### src/hw/rtl/fenwick_pkg.sv
// ----------------------------------------------------------------------------
// Fenwick tree package
// Shared widths, command encoding and back-end state type.
// ----------------------------------------------------------------------------
package fenwick_pkg;

  localparam int unsigned POS_W  = 10;
  localparam int unsigned DATA_W = 32;

  typedef enum logic {
    OP_ADD   = 1'b0,
    OP_QUERY = 1'b1
  } op_e;

  // add:   idx_a = position, idx_b unused
  // query: idx_a = clamped high bound, idx_b = clamped (low - 1), or 0
  typedef struct packed {
    op_e               op;
    logic [POS_W-1:0]  idx_a;
    logic [POS_W-1:0]  idx_b;
    logic [DATA_W-1:0] delta;
  } cmd_t;

  typedef enum logic [2:0] {
    ST_CLEAR,
    ST_IDLE,
    ST_LOAD,
    ST_STEP,
    ST_RESULT
  } bk_state_e;

endpackage

### src/hw/rtl/fenwick_front.sv
// ----------------------------------------------------------------------------
// Fenwick tree front end
// Accepts items, drops void adds, clamps query bounds into commands.
// ----------------------------------------------------------------------------
module fenwick_front import fenwick_pkg::*; #(
  parameter int unsigned SIZE = 1024
) (
  input  logic                     push,
  output logic                     full,
  input  logic                     op_i,
  input  logic [POS_W-1:0]         position_i,
  input  logic signed [DATA_W-1:0] delta_i,
  input  logic [POS_W-1:0]         range_low_i,
  input  logic [POS_W-1:0]         range_high_i,
  input  logic                     fifo_full_i,
  input  logic                     clearing_i,
  output logic                     enq_o,
  output cmd_t                     cmd_o
);

  localparam logic [POS_W-1:0] MaxPos =
    (SIZE > (1 << POS_W)) ? {POS_W{1'b1}} : POS_W'(SIZE - 1);
  localparam logic [POS_W:0] SizeLim =
    (SIZE > (1 << POS_W)) ? {1'b1, {POS_W{1'b0}}} : (POS_W + 1)'(SIZE);

  logic             pos_void;
  logic [POS_W-1:0] low_m1;

  always_comb begin
    full     = fifo_full_i | clearing_i;
    pos_void = (position_i == '0) || ({1'b0, position_i} >= SizeLim);
    low_m1   = (range_low_i == '0) ? '0 : range_low_i - POS_W'(1);

    cmd_o.op    = op_e'(op_i);
    cmd_o.delta = delta_i;
    if (op_e'(op_i) == OP_QUERY) begin
      cmd_o.idx_a = (range_high_i > MaxPos) ? MaxPos : range_high_i;
      cmd_o.idx_b = (low_m1 > MaxPos) ? MaxPos : low_m1;
    end else begin
      cmd_o.idx_a = position_i;
      cmd_o.idx_b = '0;
    end

    // a void add is taken and discarded
    enq_o = push && !full && !((op_e'(op_i) == OP_ADD) && pos_void);
  end

endmodule

### config.mk
export PLATFORM = sky130hd
export DESIGN_NAME = fenwick_front
export DESIGN_NICKNAME = d
export VERILOG_FILES = /design/src/hw/rtl/fenwick_pkg.sv /design/src/hw/rtl/fenwick_front.sv
export SDC_FILE = /design/constraint.sdc
export NUM_CORES = 1
export LEC_CHECK = 0
export BUFFER_PORTS_ARGS = -buffer_cell sky130_fd_sc_hd__buf_2
export CAP_MARGIN = 20
export CORE_AREA = 8 8 56 63
export DETAILED_ROUTE_END_ITERATION = 8
export DIE_AREA = 0 0 64 71
export GPL_TIMING_DRIVEN = 0
export PLACE_DENSITY = 0.81
export SLEW_MARGIN = 10
export SYNTH_ARGS = -nofsm -noshare
export SYNTH_HDL_FRONTEND = slang
export SYNTH_SLANG_ARGS = --single-unit
### constraint.sdc
create_clock -name vclk -period 1.6
set_input_delay 0.08 -clock vclk [all_inputs]
set_output_delay 0.08 -clock vclk [all_outputs]
set_load 0.1 [all_outputs]
==> results.toml <==
[placed_design]
detailed_place.area_mm2 = 0.00131
dp.cells = 208
half_perimeter_wire_length_of_the_detailed_placement_result_mm = 2.85
dpl_worst_slack_ns = -0.403
gp_congestion = 0.733
io_buffer_count = 88

[route]
finalWirelength_mm = 3.08
remaining_drc_errors = 0
ant_nets = 0
detail_route.iter0.violations = 9
wl_per_cell_um = 14.7
via_count = 913
routed_via_density = 4.35
firstDrtPassIters = 4

[power]
static-leakage-power_uw = 0.000733
sequentialPowerShare_pct = 0
switching_share_pct = 75.2
intPower_uw = 240
clock_power_share_pct = 0
switchingPower_uw = 728
vdd.ir_drop.worst_v = 0.000627
power_per_cell_area_mw_per_mm2 = 644
p_comb_share_pct = 100.0

[setup_path]
cp.required_ns = 1.52
critical_path.max_fanout = 5
data_arrival_time_of_the_critical_path_ns = 1.51
timing.setup.critical_path_class = "in2out"
timing.critical_path.to_type = "output port"
startpoint_type = "input port"

[logic_synthesis]
netlist_area_um2 = 651
netlist.area_leader.share_pct = 38.1
synth.lib_cells_used.distinct = 26
gate_count_post_synth = 87
largest_area_contributor_in_the_synthesized_netlist = "sky130_fd_sc_hd__buf_4"
synth.top_cells.by_area = "sky130_fd_sc_hd__buf_4, sky130_fd_sc_hd__mux2_2, sky130_fd_sc_hd__or3_1, sky130_fd_sc_hd__o31ai_4, sky130_fd_sc_hd__a21oi_1"
yosys.cell_count.top_type = "sky130_fd_sc_hd__buf_4"
synth.net_count = 154
synth.yosys.warnings = 0
synth_commonest_cells = "sky130_fd_sc_hd__buf_4, sky130_fd_sc_hd__mux2_2, sky130_fd_sc_hd__or3_1"
synth.avg_cell_area_um2 = 7.48
proportion_of_synthesized_chip_area_in_sequential_cells_pct = 0

[final_layout]
layout.sequential_cells = 0
filler_cell_count = 242
area.sequential_um2 = 0
layout.nets = 246
post-route-cell-area_mm2 = 0.00150
fraction_of_layout_instances_using_a_drive_strength_above_1_pct = 89.8
antennaDiodeCount = 0
number_of_standard_cells_in_the_final_layout_excluding_fillers = 210
area_growth_syn_to_layout_pct = 131
layout.clock_buffers = 0

[floorplan]
floorplan.die.width_um = 64
fp.dieH_um = 71
placement_rows = 20
ios = 121
fp.coreArea_mm2 = 0.00258
floorplan.die_area_mm2 = 0.00454
initial_core_util_pct = 25.2

[grt]
grt_pass1_vias = 1026
grt_total_ovfl = 0
grt_max_degree = 11
gr-usage-all-layers_pct = 12.2
grt_pass1_wl_mm = 4.77
antenna_violations_before_repair = 0

[clocking]
ctsHoldBuffers = 0

[job]
cap_violations = 0

[timing]
maxSlewHeadroom_pct = 68.1
worst_slack_ns = 0.00667
worst-slew-pin-transition_ns = 0.475
clock_period_minus_final_worst_setup_slack_ns = 1.59
timing.final.setup_violations = 0
timing.final.max_slew_violations = 0
min_period_over_period_pct = 99.6
hold_viol_final = 0
max_clock_freq_mhz = 628
rsz0062_at_grt = "yes"

[status]
outcome = "finished clean"

[hold_path]
hp-class = "in2out"
==> critical path, stage by stage <==
cell	delay (ns)
sky130_fd_sc_hd__buf_12	0.11
sky130_fd_sc_hd__inv_12	0.04
sky130_fd_sc_hd__ha_4	0.11
sky130_fd_sc_hd__or4b_4	0.48
sky130_fd_sc_hd__or3_4	0.35
sky130_fd_sc_hd__a21oi_4	0.15
sky130_fd_sc_hd__buf_12	0.19
==> per-layer routing <==
metal | vias up | share of wire (%) | track usage, %
met3 | 0 | 15 | 7.58
met5 | - | 0 | 0
li1 | 454 | - | -
met2 | 57 | 54 | 24.8
met4 | 0 | 0 | 0
met1 | 402 | 31 | 9.95
==> power groups by stage <==
stage          clock, uW  combinational [uW]  sequential (uW)
5_1_grt                0                 998                0
3_5_place_dp           0                 914                0
3_3_place_gp           0                 908                0
2_1_floorplan          0                 774                0
4_1_cts                0                 963                0
6_report               0                 967                0
==> through the flow <==
stage	TNS, ns	total power (uW)	hold slack [ns]	util [%]
2_1_floorplan	-0.850	774	0.262	-
3_3_place_gp	-3.31	908	0.545	50.7
3_5_place_dp	-3.48	914	0.546	50.7
4_1_cts	-0.0561	963	0.546	56.7
5_1_grt	-0.0839	998	0.547	58.3
6_report	0	967	0.544	58.3
==> cells in the final DEF (no fill, tap or decap) <==
cell type	count
sky130_fd_sc_hd__buf_8	2
sky130_fd_sc_hd__o31ai_1	1
sky130_fd_sc_hd__or2_4	1
sky130_fd_sc_hd__clkbuf_1	1
sky130_fd_sc_hd__a311oi_4	1
sky130_fd_sc_hd__nor4_1	2
sky130_fd_sc_hd__or3_4	4
sky130_fd_sc_hd__or4b_4	1
sky130_fd_sc_hd__nor4_4	1
sky130_fd_sc_hd__xor2_1	1
sky130_fd_sc_hd__o21bai_1	1
sky130_fd_sc_hd__inv_12	1
sky130_fd_sc_hd__ha_4	1
sky130_fd_sc_hd__clkinv_4	1
sky130_fd_sc_hd__nor3_1	1
sky130_fd_sc_hd__nand2_1	1
sky130_fd_sc_hd__or4_4	2
sky130_fd_sc_hd__o31ai_4	1
sky130_fd_sc_hd__inv_1	1
sky130_fd_sc_hd__buf_2	73
sky130_fd_sc_hd__nand2b_1	2
sky130_fd_sc_hd__buf_12	7
sky130_fd_sc_hd__mux2i_4	1
sky130_fd_sc_hd__o21ai_0	4
sky130_fd_sc_hd__nand3b_1	1
sky130_fd_sc_hd__buf_6	6
sky130_fd_sc_hd__buf_4	36
sky130_fd_sc_hd__nor2_4	3
sky130_fd_sc_hd__or3_1	2
sky130_fd_sc_hd__a21boi_4	1
sky130_fd_sc_hd__a21oi_4	5
sky130_fd_sc_hd__clkbuf_2	1
sky130_fd_sc_hd__mux2_2	10
==> timing repair <==
action,in CTS,in global routing
setup endpoints to repair,10,10
endpoints found under the hold margin,0,0
resized for setup,38,11
buffers inserted,2,1
pin swaps,4,2
==> kinds of logic (layout without fill, tap and decap cells) <==
kind of cell    count (synthesis)  count (layout)  share of synthesized area [%]
simple gates                   21              21                           20.8
fa+ha+maj                       1               1                           1.92
xor+xnor                        1               1                           1.35
buf+inv                        39             129                           41.5
mux                            11              11                           18.8
compound gates                 14              14                           15.6
==> area by class of cell <==
| cell class | count | area (um2) | area share [%] |
|---|---|---|---|
| plain buffers | 35 | 256 | 17.1 |
| inverters | 3 | 28.8 | 1.92 |
| multi-input cells | 48 | 551 | 36.6 |
| well taps | 33 | 41.3 | 2.75 |
| repair buffers | 91 | 626 | 41.6 |
==> path summary, 6_finish.rpt <==
kind,slack (ns),start,to,depth (start not counted)
max,0.007,range_low_i[1],cmd_o[40],7
min,0.54,delta_i[8],cmd_o[8],2
(Power assumes the default switching activity.)
