==> src/hw/rtl/fenwick_pkg.sv <==
// ----------------------------------------------------------------------------
// Fenwick tree package
// Shared widths, command encoding and back-end state type.
// ----------------------------------------------------------------------------
package fenwick_pkg;

  localparam int unsigned POS_W  = 10;
  localparam int unsigned DATA_W = 32;

  typedef enum logic {
    OP_ADD   = 1'b0,
    OP_QUERY = 1'b1
  } op_e;

  // add:   idx_a = position, idx_b unused
  // query: idx_a = clamped high bound, idx_b = clamped (low - 1), or 0
  typedef struct packed {
    op_e               op;
    logic [POS_W-1:0]  idx_a;
    logic [POS_W-1:0]  idx_b;
    logic [DATA_W-1:0] delta;
  } cmd_t;

  typedef enum logic [2:0] {
    ST_CLEAR,
    ST_IDLE,
    ST_LOAD,
    ST_STEP,
    ST_RESULT
  } bk_state_e;

endpackage

==> src/hw/rtl/fenwick_cmd_fifo.sv <==
// ----------------------------------------------------------------------------
// Fenwick tree command queue
// Two-entry queue between front end and back end.
// ----------------------------------------------------------------------------
module fenwick_cmd_fifo import fenwick_pkg::*; (
  input  logic clk_i,
  input  logic rst_ni,
  input  logic enq_i,
  input  cmd_t cmd_i,
  output logic full_o,
  output logic empty_o,
  input  logic deq_i,
  output cmd_t cmd_o
);

  cmd_t       mem_q [2];
  logic       wr_ptr_q, wr_ptr_d;
  logic       rd_ptr_q, rd_ptr_d;
  logic [1:0] cnt_q, cnt_d;

  always_comb begin
    full_o   = (cnt_q == 2'd2);
    empty_o  = (cnt_q == 2'd0);
    cmd_o    = mem_q[rd_ptr_q];
    wr_ptr_d = wr_ptr_q ^ enq_i;
    rd_ptr_d = rd_ptr_q ^ deq_i;
    cnt_d    = cnt_q + {1'b0, enq_i} - {1'b0, deq_i};
  end

  always_ff @(posedge clk_i or negedge rst_ni) begin
    if (!rst_ni) begin
      wr_ptr_q <= 1'b0;
      rd_ptr_q <= 1'b0;
      cnt_q    <= 2'd0;
    end else begin
      wr_ptr_q <= wr_ptr_d;
      rd_ptr_q <= rd_ptr_d;
      cnt_q    <= cnt_d;
    end
  end

  always_ff @(posedge clk_i) begin
    if (enq_i) begin
      mem_q[wr_ptr_q] <= cmd_i;
    end
  end

`ifndef ASSERT_OFF
  a_no_overflow: assert property (@(posedge clk_i) disable iff (!rst_ni)
    full_o |-> !enq_i || deq_i) else $error("command queue overflow");
  a_no_underflow: assert property (@(posedge clk_i) disable iff (!rst_ni)
    deq_i |-> !empty_o) else $error("command queue underflow");
  a_count_step: assert property (@(posedge clk_i) disable iff (!rst_ni)
    (enq_i && !deq_i) |=> cnt_q == $past(cnt_q) + 2'd1)
    else $error("command queue count slip");
`endif

endmodule

==> config.mk <==
export PLATFORM = sky130hd
export DESIGN_NAME = fenwick_cmd_fifo
export DESIGN_NICKNAME = d
export VERILOG_FILES = /design/src/hw/rtl/fenwick_pkg.sv /design/src/hw/rtl/fenwick_cmd_fifo.sv
export SDC_FILE = /design/constraint.sdc
export NUM_CORES = 1
export LEC_CHECK = 0
export ABC_CLOCK_PERIOD_IN_PS = 2550
export BUFFER_PORTS_ARGS = -buffer_cell sky130_fd_sc_hd__buf_2
export CORE_ASPECT_RATIO = 0.6
export CORE_UTILIZATION = 52
export CTS_CLUSTER_DIAMETER = 100
export DETAILED_ROUTE_END_ITERATION = 6
export MAX_ROUTING_LAYER = met4
export PLACE_DENSITY = 0.77
export SYNTH_ARGS = -nofsm -noshare
export SYNTH_HDL_FRONTEND = slang
export SYNTH_SLANG_ARGS = --single-unit
==> constraint.sdc <==
create_clock -name clk_i -period 2.55 [get_ports clk_i]
set_clock_uncertainty 0.05 [all_clocks]
set_input_delay 0.51 -clock clk_i [delete_from_list [all_inputs] [get_ports clk_i]]
set_output_delay 0.51 -clock clk_i [all_outputs]
set_load 0.03 [all_outputs]
==> results of run 1 <==
-- power groups by stage --
stage          Combinational, mW  Clock [mW]  Sequential [mW]
2_1_floorplan               2.04           0             2.52
3_3_place_gp                2.35           0             2.62
3_5_place_dp                2.37           0             2.63
4_1_cts                     2.38        1.34             2.60
5_1_grt                     2.48        1.40             2.63
6_report                    2.36        1.30             2.59
-- stage by stage --
stage                     total power, mW  hold WS [ns]
after floorplan                     4.564        0.1644
after detailed placement            5.004        0.2733
after global routing                6.508        0.2906
after global placement              4.965        0.2692
after CTS                           6.316        0.2939
final                               6.245        0.3064
-- registers in the layout, summed over array words and instances (netlist names) --
| name | cells |
|---|---|
| cnt_q | 2 |
| rd_ptr_q | 1 |
| wr_ptr_q | 1 |
| mem_q | 106 |
-- area by class of cell --
class	instances	area (µm²)	area share, %
inverters	4	15.01	0.2876
clock buffers	10	229.0	4.385
multi-input cells	61	878.3	16.82
clock inverters	5	51.30	0.9825
well taps	108	135.1	2.588
repair buffers	118	623.1	11.93
diodes	1	2.502	0.04793
flip-flops and latches	110	3287	62.95
-- logic make-up (layout without fill, tap and decap cells) --
family,Yosys count,count (layout),synth area share (%)
xor gates and xnor gates,2,2,0.7595
adders and majority gates,4,4,1.169
buffers and inverters,10,137,2.951
DFF,110,110,76.66
muxes,53,53,18.23
other,0,1,0
and+or+nand+nor,2,2,0.2337
-- path summary, 6_finish.rpt --
check	start	endpoint	slack [ns]	cells after the start
max	rd_ptr_q	cmd_o[47]	0.15	3
min	cmd_i[10]	mem_q[0][10]	0.31	1
max reg2reg	wr_ptr_q	mem_q[0][23]	1.14	3
min reg2reg	cnt_q[1]	cnt_q[1]	0.58	1
max in group asynchronous	rst_ni	rd_ptr_q	1.86	2
min in group asynchronous	rst_ni	rd_ptr_q	0.45	2
-- routing by layer --
layer	GRT usage [%]	vias up	part of all wire [%]
met1	23.32	998	47
met3	6.761	10	8.3
met4	5.485	0	1.0
met5	-	-	0
met2	24.29	86	44
li1	-	953	-
-- worst register-to-register path, stage by stage (launching register included) --
cell and delay, ns:
dfrtp_1 0.38, inv_1 0.06, ha_2 0.18, buf_4 0.38
-- cell usage in the layout, fill, tap and decap left out, drive strengths merged --
cell         instances
diode                1
nor2b                1
clkinv               3
clkinvlp             1
xor2                 1
edfxtp             106
dfrtp                4
ha                   4
bufinv               1
buf                117
mux2                53
xor3                 1
clkbuf              10
nor2                 1
inv                  4
dlygate4sd3          1
==> flow_summary.ini, run 1 <==
[run_status]
status = finished clean

[power_and_ir_drop]
leakage_nw = 2.145
combPwrFrac_pct = 37.7
powerDensity_nw_per_um2 = 1196
p_sw_share_pct = 33.89
power_frac_clock_pct = 20.8
seq_power_share_pct = 41.4
ir_drop_uv = 639.8
p_sw_mw = 2.116
p_int_mw = 4.128

[run]
drv_cap = 0

[place]
place_inst = 400
portBuffers = 111
hpwl_um = 4675
placed_area_um2 = 4928
gp_congestion = 0.7157
pre_cts_slack_ns = 0.4907

[critical_path]
worstPathArrival_ns = 1.84
worstPathCellList = buf_4 -> mux2_4 -> buf_2
crit_slowest_cell = dfrtp_4
crit_required_ns = 1.99
crit_family = flip-flops
cp_num_buf_inv = 2
worstSetupStartpointType = register
cp_max_fo = 21
critPathKind = register to output pin
endpoint_kind = output pin
crit_path_max_incr_delay_ns = 0.68

[routing]
drt_iter0_markers = 83
routed_wl_um = 6829
vias_per_cell = 4.909
drtPass1Iterations = 4
ant_nets = 0
via_count = 2047
drc = 0
wl_per_cell_um = 16.38

[logic_synthesis]
synth_warnings = 0
avgSynthCellArea_um2 = 23.66
synth_cell_types = 12
synth_most_common_cell = edfxtp_1
synth_top_area_cell = edfxtp_1
netlist_area_um2 = 4283
synth_async_sr_flop_share_pct = 3.636
synth.net_count = 242
netlist_top_cells_count = edfxtp_1 (106), mux2_4 (49), buf_12 (5)
ys_seq_elements = 110
synth.top_cells.by_area = edfxtp_1 (74%), mux2_4 (17%), buf_12 (2.3%)
synth_cells = 181
ys_seq_area_share_pct = 76.66
synth_edf_count = 106
yosysTopAreaCellShare_pct = 74.32
ys.flop_type = edfxtp_1

[cells_and_area]
drive_gt1_share_pct = 60.39
fin_util_pct = 65.98
layout.nets = 365
fin_cells = 417
num-fill-cells = 558
fin_area_um2 = 5221
syn2layout_area_growth_pct = 21.91

[min_path]
hp-class = input pin to register

[sta]
tightest_slew_ns = 0.4230
finalCritPeriodShare_pct = 94.27
fin_ws_ns = 0.1461
setup_viol = 0
slew_headroom_pct = 71.80
setup_tns_ns = 0
max_freq_ghz = 0.4160
period_minus_slack_ns = 2.404
finalHoldViolations = 0
maxSlewViolCount = 0
rsz0062_at_grt = no

[floorplanning]
fp.dieW_um = 119.2
dieArea_um2 = 8615
initial_core_util_pct = 54.12
io_pins = 112
die_height_um = 72.30
rows = 25
core_area_um2 = 7914

[global_routing]
grt_pass1_wl_um = 10310
grt_usage_pct = 17.32
antenna_found_initial = 1
grt.overflow.total = 0
grt_pass1_vias = 2037
grt_max_degree = 32

[clocking]
post_cts_buffers = 0
clk_pin_slew_ns = 0.06
clkSinkCount = 110
cts.hold.buffers_added = 1
cts_root_buf = clkbuf_16
post_cts_resized = 0
clk_latency_ns = 0.34
cts_tree = yes
htree_num_levels = 3
clockBufferDepth = 2
cts_buffers = 9
(Power assumes the default switching activity.)
==> inputs of run 2 (changes only) <==
CORE_UTILIZATION = 54   (was 52)
CTS_BUF_LIST = sky130_fd_sc_hd__clkbuf_4 sky130_fd_sc_hd__clkbuf_8   (was unset)
PLACE_DENSITY = 0.79   (was 0.77)
==> flow_summary.ini, run 2 (same netlist as run 1, synthesis figures left out) <==
[sta]
rsz0062_at_grt = no
setup_viol = 0
finalHoldViolations = 0
setup_tns_ns = 0
maxSlewViolCount = 0
max_freq_ghz = 0.4425
finalCritPeriodShare_pct = 88.63
slew_headroom_pct = 68.67
period_minus_slack_ns = 2.260
tightest_slew_ns = 0.4699

[critical_path]
crit_slowest_cell = dfrtp_4
cp_num_buf_inv = 2
r2r-end = mem_q[0][40]
endpoint_kind = output pin
crit_family = buffers and inverters
ff2ff_setup_slack_ns = 1.04
crit_required_ns = 1.99
cp-endpoint = cmd_o[0]
cp_max_fo = 54
reg2regPathDepth = 3
critPathKind = register to output pin
worstPathCellList = buf_12 -> mux2_2 -> buf_2
worstSetupStartpointType = register
crit_path_max_incr_delay_ns = 0.42
cp.depth = 3
worstSetupStartpoint = rd_ptr_q
rr_startpoint = wr_ptr_q
worstPathArrival_ns = 1.70

[floorplanning]
core_area_um2 = 7477
dieArea_um2 = 8303
io_pins = 112
initial_core_util_pct = 57.28
fp.dieW_um = 117.0
die_height_um = 70.99
rows = 24

[global_routing]
grt_pass1_vias = 1991
antenna_found_initial = 0
grt_usage_pct = 17.67
grt_max_degree = 55
grt.overflow.total = 0
grt_pass1_wl_um = 9915

[cells_and_area]
top_register = mem_q
fin_area_um2 = 5104
final_cell_mix = buf_2 (111), edfxtp_1 (106), mux2_4 (49)
drive_gt1_share_pct = 60.46
top_regs = mem_q x106, cnt_q x2
final_common_cell = buf_2
num-fill-cells = 516
syn2layout_area_growth_pct = 19.16
largest_reg_flops = 106
n_antenna_cell = 0
layout.nets = 364

[clocking]
clk_pin_slew_ns = 0.09
cts_tree = yes
cts.hold.buffers_added = 1
post_cts_buffers = 0
cts_buffers = 9
htree_num_levels = 3
post_cts_resized = 0
clkSinkCount = 110
clockBufferDepth = 2
clk_latency_ns = 0.35
cts_root_buf = clkbuf_8

[power_and_ir_drop]
powerDensity_nw_per_um2 = 1138
ir_drop_uv = 589.0
leakage_nw = 2.094
p_total_mw = 5.810

[run]
drv_cap = 0

[routing]
vias_per_cell = 4.922
ant_nets = 0
drt_iter0_markers = 151
via_count = 2018
drtPass1Iterations = 4
drc = 0
routed_wl_um = 6585
wl_per_cell_um = 16.06

[place]
gp_congestion = 0.7337
portBuffers = 111
placed_area_um2 = 4941
hpwl_um = 4409

[min_path]
hp-class = input pin to register

[run_status]
status = finished clean
## run 2: cell count changes in the layout (fill, tap and decap cells not counted), sizes merged
cell and change:
buf -1, bufinv -1, clkbuf +1, clkinvlp -1, diode -1
## run 2: layout make-up
cell class,instances,area (µm²),share of cell area [%]
Timing Repair Buffer,117,640.6,12.55
Multi-Input combinational cell,61,878.3,17.21
Clock inverter,3,13.76,0.2697
Clock buffer,11,138.9,2.721
Tap cell,104,130.1,2.550
Inverter,4,15.01,0.2942
Sequential cell,110,3287,64.40
## run 2: where the power goes
group	switching (mW)	internal (mW)
Clock	0.499	0.360
Sequential	0.0943	2.40
Combinational	1.46	0.991
Total	2.06	3.75
## run 2: worst min path at each step
stage / start / end / slack, ns / cells after the start
floorplan: rst_ni / cnt_q[0] / 0.16 / 0
global placement: rst_ni / rd_ptr_q / 0.27 / 1
detailed placement: rst_ni / cnt_q[0] / 0.27 / 1
CTS: cmd_i[45] / mem_q[0][45] / 0.27 / 1
global route: cmd_i[13] / mem_q[0][13] / 0.25 / 1
finish: cmd_i[39] / mem_q[1][39] / 0.28 / 1
## run 2: stage by stage
| stage | instances | utilization, % | hold slack, ns | setup slack, ns |
|---|---|---|---|---|
| final | 410 | 68.26 | 0.2847 | 0.2899 |
| after global routing | 410 | 68.26 | 0.2508 | 0.2069 |
| after CTS | 410 | 68.26 | 0.2669 | 0.2525 |
| after detailed placement | 395 | 66.08 | 0.2715 | 0.6627 |
| after global placement | 395 | 66.08 | 0.2688 | 0.6765 |
| after floorplan | 181 | - | 0.1644 | 0.2690 |
## run 2: worst register-to-register path: stages (launching register included)
cell and delay [ns]:
dfrtp_1 0.39, inv_1 0.06, ha_2 0.47, buf_12 0.24
## run 2: metal layers
layer	global-route usage, %	vias up	part of all wire (%)
li1	-	949	-
met1	22.85	977	46
met2	25.51	81	45
met3	6.170	11	6.8
met4	7.595	0	1.8
met5	-	-	0
